File: src/rtl/core/button_gesture_decoder_assert.svh
// Assertion macros used by the button gesture decoder RTL.
// Needs signals named clk and rst_n in the module that uses them.
`ifndef BUTTON_GESTURE_DECODER_ASSERT_SVH
`define BUTTON_GESTURE_DECODER_ASSERT_SVH

// Same-cycle check: when ante holds, cons must hold too.
`define BGD_ASSERT_NOW(label, ante, cons, msg) \
    label: assert property (@(posedge clk) disable iff (!rst_n) (ante) |-> (cons)) \
        else $error(msg);

// Next-cycle check: when ante holds, cons must hold in the next cycle.
`define BGD_ASSERT_NEXT(label, ante, cons, msg) \
    label: assert property (@(posedge clk) disable iff (!rst_n) (ante) |=> (cons)) \
        else $error(msg);

`endif

File: src/rtl/core/bgd_pkg.sv
// Shared types and constants for the button gesture decoder.
// No dependencies; used by every module under rtl/core.
package bgd_pkg;

    localparam int unsigned TICK_W     = 16;
    localparam int unsigned TAP_W      = 4;
    localparam int unsigned BANK_W     = 2;
    localparam int unsigned CFG_IDX_W  = 8;
    localparam int unsigned IN_DATA_W  = 8;
    localparam int unsigned OUT_DATA_W = 16;

    localparam logic [TICK_W-1:0] TICK_SAT  = 16'hFFFF;
    localparam logic [TAP_W-1:0]  TAP_SAT   = 4'd15;
    localparam logic [BANK_W-1:0] BANK_LAST = 2'd2;
    localparam logic [BANK_W-1:0] BANK_RST  = 2'd1;

    // Configuration register indexes
    localparam logic [CFG_IDX_W-1:0] CFG_LONG_PRESS   = 8'd0;
    localparam logic [CFG_IDX_W-1:0] CFG_TAP_MIN      = 8'd1;
    localparam logic [CFG_IDX_W-1:0] CFG_TAP_MAX      = 8'd2;
    localparam logic [CFG_IDX_W-1:0] CFG_ACTION_DELAY = 8'd3;

    localparam logic [TICK_W-1:0] LONG_PRESS_RST   = 16'd1000;
    localparam logic [TICK_W-1:0] TAP_MIN_RST      = 16'd50;
    localparam logic [TICK_W-1:0] TAP_MAX_RST      = 16'd500;
    localparam logic [TICK_W-1:0] ACTION_DELAY_RST = 16'd1000;

    typedef enum logic [2:0] {
        ACT_NONE       = 3'd0,
        ACT_MENU_ENTER = 3'd1,
        ACT_STREAM     = 3'd2,
        ACT_BANK       = 3'd3,
        ACT_BRIGHT     = 3'd4,
        ACT_LEAVE      = 3'd5
    } action_t;

    // Tap counts that select a menu action
    localparam logic [TAP_W-1:0] TAPS_STREAM = 4'd1;
    localparam logic [TAP_W-1:0] TAPS_BANK   = 4'd2;
    localparam logic [TAP_W-1:0] TAPS_BRIGHT = 4'd3;

    typedef struct packed {
        logic [TICK_W-1:0] long_press;
        logic [TICK_W-1:0] tap_min;
        logic [TICK_W-1:0] tap_max;
        logic [TICK_W-1:0] action_delay;
    } cfg_t;

    typedef struct packed {
        logic [TAP_W-1:0]  taps;
        logic              menu_active;
        logic [BANK_W-1:0] bank;
        action_t           action;
    } result_t;

    function automatic logic [TICK_W-1:0] inc_sat(input logic [TICK_W-1:0] v);
        logic [TICK_W-1:0] r;
        r = (v == TICK_SAT) ? TICK_SAT : v + 1'b1;
        return r;
    endfunction

endpackage

File: src/rtl/core/bgd_cfg_regs.sv
// Configuration register file of the button gesture decoder.
// Depends on bgd_pkg for the register indexes and reset values.
module bgd_cfg_regs (
    input  logic                             clk,
    input  logic                             rst_n,
    input  logic                             cfg_valid,
    output logic                             cfg_ready,
    input  logic [bgd_pkg::CFG_IDX_W-1:0]    cfg_index,
    input  logic [bgd_pkg::TICK_W-1:0]       cfg_data,
    output bgd_pkg::cfg_t                    cfg
);
    import bgd_pkg::*;

    cfg_t cfg_reg;
    cfg_t cfg_next;

    assign cfg_ready = 1'b1;
    assign cfg       = cfg_reg;

    // Decode the write; unknown indexes drop the write
    always_comb
    begin
        cfg_next = cfg_reg;
        if (cfg_valid)
        begin
            case (cfg_index)
                CFG_LONG_PRESS:   cfg_next.long_press   = cfg_data;
                CFG_TAP_MIN:      cfg_next.tap_min      = cfg_data;
                CFG_TAP_MAX:      cfg_next.tap_max      = cfg_data;
                CFG_ACTION_DELAY: cfg_next.action_delay = cfg_data;
                default:          cfg_next = cfg_reg;
            endcase
        end
    end

    always_ff @(posedge clk or negedge rst_n)
    begin
        if (!rst_n)
        begin
            cfg_reg.long_press   <= LONG_PRESS_RST;
            cfg_reg.tap_min      <= TAP_MIN_RST;
            cfg_reg.tap_max      <= TAP_MAX_RST;
            cfg_reg.action_delay <= ACTION_DELAY_RST;
        end
        else
        begin
            cfg_reg <= cfg_next;
        end
    end

endmodule

File: src/rtl/core/bgd_gesture.sv
// Gesture state and per-tick decision logic of the button gesture decoder.
// Depends on bgd_pkg and button_gesture_decoder_assert.svh.
`include "button_gesture_decoder_assert.svh"

module bgd_gesture (
    input  logic             clk,
    input  logic             rst_n,
    input  logic             step,
    input  logic             down,
    input  bgd_pkg::cfg_t    cfg,
    output bgd_pkg::result_t res
);
    import bgd_pkg::*;

    logic              was_down_reg,   was_down_next;
    logic [TICK_W-1:0] held_ticks_reg, held_ticks_next;
    logic [TICK_W-1:0] idle_ticks_reg, idle_ticks_next;
    logic              in_menu_reg,    in_menu_next;
    logic [TAP_W-1:0]  tap_count_reg,  tap_count_next;
    logic [BANK_W-1:0] bank_sel_reg,   bank_sel_next;
    action_t           action;
    logic [TICK_W-1:0] held_inc;

    assign held_inc = inc_sat(held_ticks_reg);

    always_comb
    begin
        was_down_next   = down;
        held_ticks_next = held_ticks_reg;
        idle_ticks_next = idle_ticks_reg;
        in_menu_next    = in_menu_reg;
        tap_count_next  = tap_count_reg;
        bank_sel_next   = bank_sel_reg;
        action          = ACT_NONE;
        if (down)
        begin
            held_ticks_next = was_down_reg ? held_inc : '0;
            if (!in_menu_reg && held_ticks_next > cfg.long_press)
            begin
                in_menu_next   = 1'b1;
                tap_count_next = '0;
                action         = ACT_MENU_ENTER;
            end
        end
        else
        begin
            if (was_down_reg)
            begin
                held_ticks_next = held_inc;
                if (held_inc < cfg.tap_max && held_inc > cfg.tap_min &&
                    tap_count_reg != TAP_SAT)
                begin
                    tap_count_next = tap_count_reg + 1'b1;
                end
                idle_ticks_next = '0;
            end
            else
            begin
                idle_ticks_next = inc_sat(idle_ticks_reg);
            end
            if (in_menu_reg && idle_ticks_next > cfg.action_delay)
            begin
                case (tap_count_next)
                    TAPS_STREAM: action = ACT_STREAM;
                    TAPS_BANK:
                    begin
                        bank_sel_next = (bank_sel_reg == BANK_LAST) ? '0
                                                                    : bank_sel_reg + 1'b1;
                        action        = ACT_BANK;
                    end
                    TAPS_BRIGHT: action = ACT_BRIGHT;
                    default:     action = ACT_LEAVE;
                endcase
                in_menu_next   = 1'b0;
                tap_count_next = '0;
            end
        end
    end

    assign res.action      = action;
    assign res.bank        = bank_sel_next;
    assign res.menu_active = in_menu_next;
    assign res.taps        = tap_count_next;

    always_ff @(posedge clk or negedge rst_n)
    begin
        if (!rst_n)
        begin
            was_down_reg   <= 1'b0;
            held_ticks_reg <= '0;
            idle_ticks_reg <= '0;
            in_menu_reg    <= 1'b0;
            tap_count_reg  <= '0;
            bank_sel_reg   <= BANK_RST;
        end
        else if (step)
        begin
            was_down_reg   <= was_down_next;
            held_ticks_reg <= held_ticks_next;
            idle_ticks_reg <= idle_ticks_next;
            in_menu_reg    <= in_menu_next;
            tap_count_reg  <= tap_count_next;
            bank_sel_reg   <= bank_sel_next;
        end
    end

    `BGD_ASSERT_NOW(a_bank_range, 1'b1, bank_sel_reg != 2'd3, "bank out of range")
    `BGD_ASSERT_NEXT(a_press_edge_clears_held, step && down && !was_down_reg,
                     held_ticks_reg == '0, "held count not cleared on press")
    `BGD_ASSERT_NEXT(a_menu_exit_clears_taps, step && in_menu_reg && !in_menu_next,
                     tap_count_reg == '0 && !in_menu_reg, "menu exit left taps")
    `BGD_ASSERT_NOW(a_action_only_on_menu_change,
                    step && action != ACT_NONE, in_menu_reg != in_menu_next,
                    "action without menu transition")

endmodule

File: src/rtl/core/button_gesture_decoder.sv
// Button gesture decoder, top level: stream ports, input and result registers.
// Depends on bgd_pkg, bgd_cfg_regs and bgd_gesture.
//
// Each input item is one time tick carrying the button level in s_tdata[0].
// For every accepted tick the block returns exactly one result item with the
// action taken on that tick, the selected bank, the menu flag and the current
// tap count. A hold longer than long_press_ticks opens the menu; releases with
// a press length strictly between tap_min_ticks and tap_max_ticks count taps
// (saturating at 15); once the menu has seen the button up for more than
// action_delay_ticks, the tap count picks the action and the menu closes.
// Throughput is one tick per clock while m_tready is high: the ticks pass an
// input register, the compare and count logic that also updates the gesture
// state, and a result register. A result is on m_tdata once the result register
// has captured it. A stalled m_tready holds the result register and, through
// it, the input register; s_tready stays high while either of them can advance.
// The configuration channel is always ready; write it only while no tick is
// in flight. Register indexes: 0 long_press_ticks, 1 tap_min_ticks,
// 2 tap_max_ticks, 3 action_delay_ticks; other indexes drop the write.
module button_gesture_decoder (
    input  logic                               clk,
    input  logic                               rst_n,
    // Tick input
    input  logic                               s_tvalid,
    output logic                               s_tready,
    input  logic [bgd_pkg::IN_DATA_W-1:0]      s_tdata,   // [0] button_down
    // Result output
    output logic                               m_tvalid,
    input  logic                               m_tready,
    output logic [bgd_pkg::OUT_DATA_W-1:0]     m_tdata,   // [2:0] action, [4:3] bank,
                                                          // [5] menu_active, [9:6] taps
    // Configuration writes
    input  logic                               cfg_valid,
    output logic                               cfg_ready,
    input  logic [bgd_pkg::CFG_IDX_W-1:0]      cfg_index,
    input  logic [bgd_pkg::TICK_W-1:0]         cfg_data
);
    import bgd_pkg::*;

    cfg_t    cfg;
    result_t res;

    logic    in_valid_reg, in_valid_next;
    logic    in_down_reg;
    logic    out_valid_reg, out_valid_next;
    result_t out_res_reg;
    logic    out_adv;
    logic    in_adv;
    logic    step;

    bgd_cfg_regs u_cfg (
        .clk       (clk),
        .rst_n     (rst_n),
        .cfg_valid (cfg_valid),
        .cfg_ready (cfg_ready),
        .cfg_index (cfg_index),
        .cfg_data  (cfg_data),
        .cfg       (cfg)
    );

    // The result register takes a new item when empty or being drained
    assign out_adv  = !out_valid_reg || m_tready;
    // Process the held tick when the result register can take it
    assign step     = in_valid_reg && out_adv;
    assign in_adv   = !in_valid_reg || out_adv;
    assign s_tready = in_adv;

    bgd_gesture u_gesture (
        .clk   (clk),
        .rst_n (rst_n),
        .step  (step),
        .down  (in_down_reg),
        .cfg   (cfg),
        .res   (res)
    );

    always_comb
    begin
        in_valid_next  = in_adv ? s_tvalid : in_valid_reg;
        out_valid_next = out_adv ? in_valid_reg : out_valid_reg;
    end

    always_ff @(posedge clk or negedge rst_n)
    begin
        if (!rst_n)
        begin
            in_valid_reg  <= 1'b0;
            out_valid_reg <= 1'b0;
        end
        else
        begin
            in_valid_reg  <= in_valid_next;
            out_valid_reg <= out_valid_next;
        end
    end

    // Payload registers: capture on accept, hold otherwise
    always_ff @(posedge clk)
    begin
        if (s_tvalid && in_adv)
        begin
            in_down_reg <= s_tdata[0];
        end
        if (step)
        begin
            out_res_reg <= res;
        end
    end

    assign m_tvalid = out_valid_reg;
    assign m_tdata  = {{(OUT_DATA_W - $bits(result_t)){1'b0}}, out_res_reg};

endmodule

File: config.mk
export PLATFORM = sky130hd
export DESIGN_NAME = button_gesture_decoder
export DESIGN_NICKNAME = d
export VERILOG_FILES = /design/src/rtl/core/bgd_pkg.sv /design/src/rtl/core/bgd_cfg_regs.sv /design/src/rtl/core/bgd_gesture.sv /design/src/rtl/core/button_gesture_decoder.sv
export VERILOG_INCLUDE_DIRS = /design/src /design/src/rtl/core
export SDC_FILE = /design/constraint.sdc
export NUM_CORES = 1
export LEC_CHECK = 0
export BUFFER_PORTS_ARGS = -buffer_cell sky130_fd_sc_hd__buf_2
export CAP_MARGIN = 40
export CORE_ASPECT_RATIO = 0.75
export CORE_MARGIN = 5
export CORE_UTILIZATION = 61
export CTS_CLUSTER_DIAMETER = 150
export DETAILED_ROUTE_END_ITERATION = 6
export GPL_TIMING_DRIVEN = 0
export PLACE_DENSITY = 0.92
export SLEW_MARGIN = 5
export SYNTH_ARGS = -nofsm -noshare
export SYNTH_HDL_FRONTEND = slang
export SYNTH_SLANG_ARGS = --single-unit
File: constraint.sdc
create_clock -name clk -period 5.1 [get_ports clk]
set_input_delay 1.02 -clock clk [delete_from_list [all_inputs] [get_ports clk]]
set_output_delay 1.02 -clock clk [all_outputs]
set_load 0.05 [all_outputs]
==> summary.txt <==
Floorplanning
  • Die H: 104 um
  • Num ports: 56
  • Initial Util: 61.9%
  • DIE WIDTH: 135 um
  • Core Rows: 34
  • Core area: around 12000 um2
  • Die ar.: ~14000 um2

Setup path
  • CP endpoint kind: flip-flop
  • Worst EP arrival: ~5300 ps
  • Worst path depth: 16
  • WP data required: 5400 ps
  • Crit. Startpoint: u_gesture.held_ticks_reg[0]
  • Worst Reg-to-Reg Cells: 16
  • Crit-path max FO: 7
  • Buffer and inverter count on the worst path: 1
  • Setup CP Type: flip-flop to flip-flop
  • Top delay family on crit path: simple AND/OR/NAND/NOR gates
  • Reg-to-Reg Start: u_gesture.held_ticks_reg[0]
  • Largest stage delay, worst path: 550 ps
  • Worst-path cell chain: ha_1 > nand3_2 > or3_2 > nor2_1 > nand3b_1 > o21ai_0 > inv_1 > ha_1 > nand4_1 > nor4_1 > o221a_2 > o221ai_2 > nor3_4 > mux2_4 > or4b_4 > mux2_4
  • Slowest CP cell: or4b_4
  • Startpoint types: flip-flop

Global routing
  • GR Layer Usage met3: 7.17%
  • Total GRT Usage: 25.1%
  • Vias in the first global route: between 5000 and 6000
  • Most used routing layer: met2
  • Initial antenna violation count: 0
  • GR Layer Usage met2: 38.4%
  • Met1 usage in global routing: 34.8%
  • Grt total ovfl: 0
  • First-pass GRT wire length: 27900 um
  • Maximum number of pins on one net before global-route repair: 57

STA
  • Crit share post-route: a little over nine tenths
  • Setup-failing EPs final: 0
  • Setup Skew: between 6 and 7 ps
  • Tmin final: a little under 5000 ps
  • Fin. Hold Viols: 0
  • Slew headroom: 46.3%
  • Fmax: 0.202 GHz
  • Final Max Tran Viols: 0
  • Worst Tran Pin Value: 786 ps

Hold path
  • Hold WC Path Type: flip-flop to flip-flop
  • Worst hold path depth: 1
  • Min-delay src: in_valid_reg

Power
  • Total leakage power: between 4 and 5 nW
  • Power Dens Cells: 374 nW/um2
  • Worst IR Drop VDD: 270 uV
  • Total chip power: just over 3 mW

Detailed routing
  • First-pass iteration count of the detailed router: 6
  • Final wirelength: about 17000 um
  • Antenna Violating Nets Remaining: 0
  • Total number of vias: 5685
  • Post-route DRC: 0
  • Drt wl/cell: ~18 um
  • Drt first-iter violations: 528
  • Routed vias/inst: 5.95

Synth
  • Mean Syn Cell Area: 10.0 um2
  • Async set-or-reset flop fraction in the synthesized netlist: roughly nine tenths
  • Synth Instances: roughly 700
  • Mapped Area: 7140 um2
  • Seq/Total Area, Yosys: 42.2%
  • Main flop type after synthesis: dfrtp_1
  • Netlist cell types: between 60 and 70
  • Post-synth EDFFs: 11
  • Synthesized flop and latch total: 117
  • Ys Warns: 0

Final layout
  • Area grow syn2layout: 15.9%
  • Post-route cell area: just over 8000 um2
  • Final core occ: 71.8%
  • Antenna cells: 0
  • Nets: roughly 880
  • Commonest cells after routing, fill and taps aside: dfrtp_1, inv_1, mux2_2, ha_1, nand2_1
  • Final cell count without fillers: 956
  • Proportion of layout cells with a drive suffix above 1: approximately 25%
  • Max FFs per register: between 60 and 70
  • Most common cell after layout, fill and taps aside: dfrtp_1

Clock network
  • CTS max path bufs: 2
  • H-tree depth: 4
  • Worst-path clk slew: ~50 ps
  • Clock Latency Late Sink: 420 ps
  • CTS root buffer: clkbuf_16
  • Hold buffers post-CTS: 0
  • CTS tree: done
  • CTS Buf Count: 17
  • Clock sinks: between 100 and 150

Placed design
  • Placed cells: 921
  • RePlAce Congestion: around 0.9
  • Detailed Place HPWL: 12100 um
  • Port Buffers: 41
  • Placed Instance Area: 7600 um2

Run status
  • Status: finished, final reports clean

Job
  • # Max-Cap Violations: 0
[area by class of cell]
class                      count  area, um2
buffer                        27        133
fill                         777       3250
clock buffer                  22        474
clock inverter                10        129
tap                          162        203
timing repair buffer          45        258
multi-input combinational    491       3760
inverter                      82        308
sequential                   117       3010
[worst paths after layout]
| check | end | slack, ps |
|---|---|---|
| worst min register to register | m_tvalid | 500 |
| min in group asynchronous | u_cfg.cfg[41] | 670 |
| worst max register to register | u_gesture.bank_sel_reg[1] | 140 |
| max in group asynchronous | u_cfg.cfg[55] | 3670 |
| worst min-delay path | m_tvalid | 500 |
| worst max-delay path | u_gesture.bank_sel_reg[1] | 140 |
[stage by stage]
step | TNS, ps | hold WS (ps) | setup slack (ps)
2_1_floorplan | 0 | 457 | 661
3_3_place_gp | -283 | 469 | -97.2
3_5_place_dp | -912 | 489 | -299
4_1_cts | 0 | 499 | 2.72
5_1_grt | -25.0 | 523 | -20.3
6_report | 0 | 500 | 139
[per-layer routing]
metal | vias up | routed length [um] | part of all wire [%]
met5 | - | 0 | 0
met3 | 49 | 1390 | 8.0
met4 | 0 | 359 | 2.1
met1 | 2733 | 7510 | 43
li1 | 2649 | - | -
met2 | 254 | 8020 | 46
[logic make-up (layout without fill, tap and decap cells)]
kind of cell,after synthesis,in the layout,share of synthesized area (%)
AOI/OAI and AO/OA,140,140,12.8
xor gates and xnor gates,19,19,2.33
adders and majority gates,65,65,11.4
buffers and inverters,109,186,6.17
DFF,117,117,42.2
muxes,74,74,11.8
other,2,7,0.105
and+or+nand+nor,186,186,13.3
[cell usage after synthesis, drive strengths merged (2+ instances only)]
cell type / instances / area (um2)
nor3b: 3 / 22.5
o221ai: 2 / 17.5
xnor2: 10 / 87.6
o31ai: 3 / 22.5
or4: 2 / 15.0
a31oi: 4 / 25.0
xor2: 9 / 78.8
o211ai: 3 / 36.3
nand4: 19 / 125
a21oi: 36 / 180
mux2i: 3 / 30.0
a21o: 15 / 114
dfrtp: 84 / 2100
a211oi: 3 / 22.5
mux2: 71 / 815
and2: 5 / 33.8
buf: 11 / 72.6
nor3: 9 / 45.0
clkbuf: 16 / 60.1
edfxtp: 11 / 330
a22oi: 2 / 15.0
nand3: 17 / 90.1
ha: 65 / 813
o22a: 2 / 17.5
or4b: 2 / 23.8
conb: 2 / 7.51
o21ai: 41 / 205
o41ai: 2 / 17.5
o21a: 6 / 45.0
nor4: 7 / 43.8
a22o: 6 / 52.6
nand2b: 9 / 56.3
nor2: 39 / 146
nand2: 55 / 206
or2: 3 / 18.8
and4: 3 / 26.3
nand3b: 4 / 30.0
inv: 81 / 304
and3: 4 / 25.0
dfstp: 22 / 578
o2bb2ai: 3 / 26.3
[repair_timing]
item | CTS | global route
buffers inserted | 1 | 2
endpoints found under the setup margin | 4 | 5
gates resized for setup | 3 | 6
pin swaps | 1 | 1
[power by group]
part | switching, mW | internal (mW) | total (mW)
combinational | 0.483 | 0.305 | 0.789
sequential | 0.0537 | 1.02 | 1.08
clock | 0.429 | 0.802 | 1.23
Note: power is estimated with default switching activity, not from simulation.
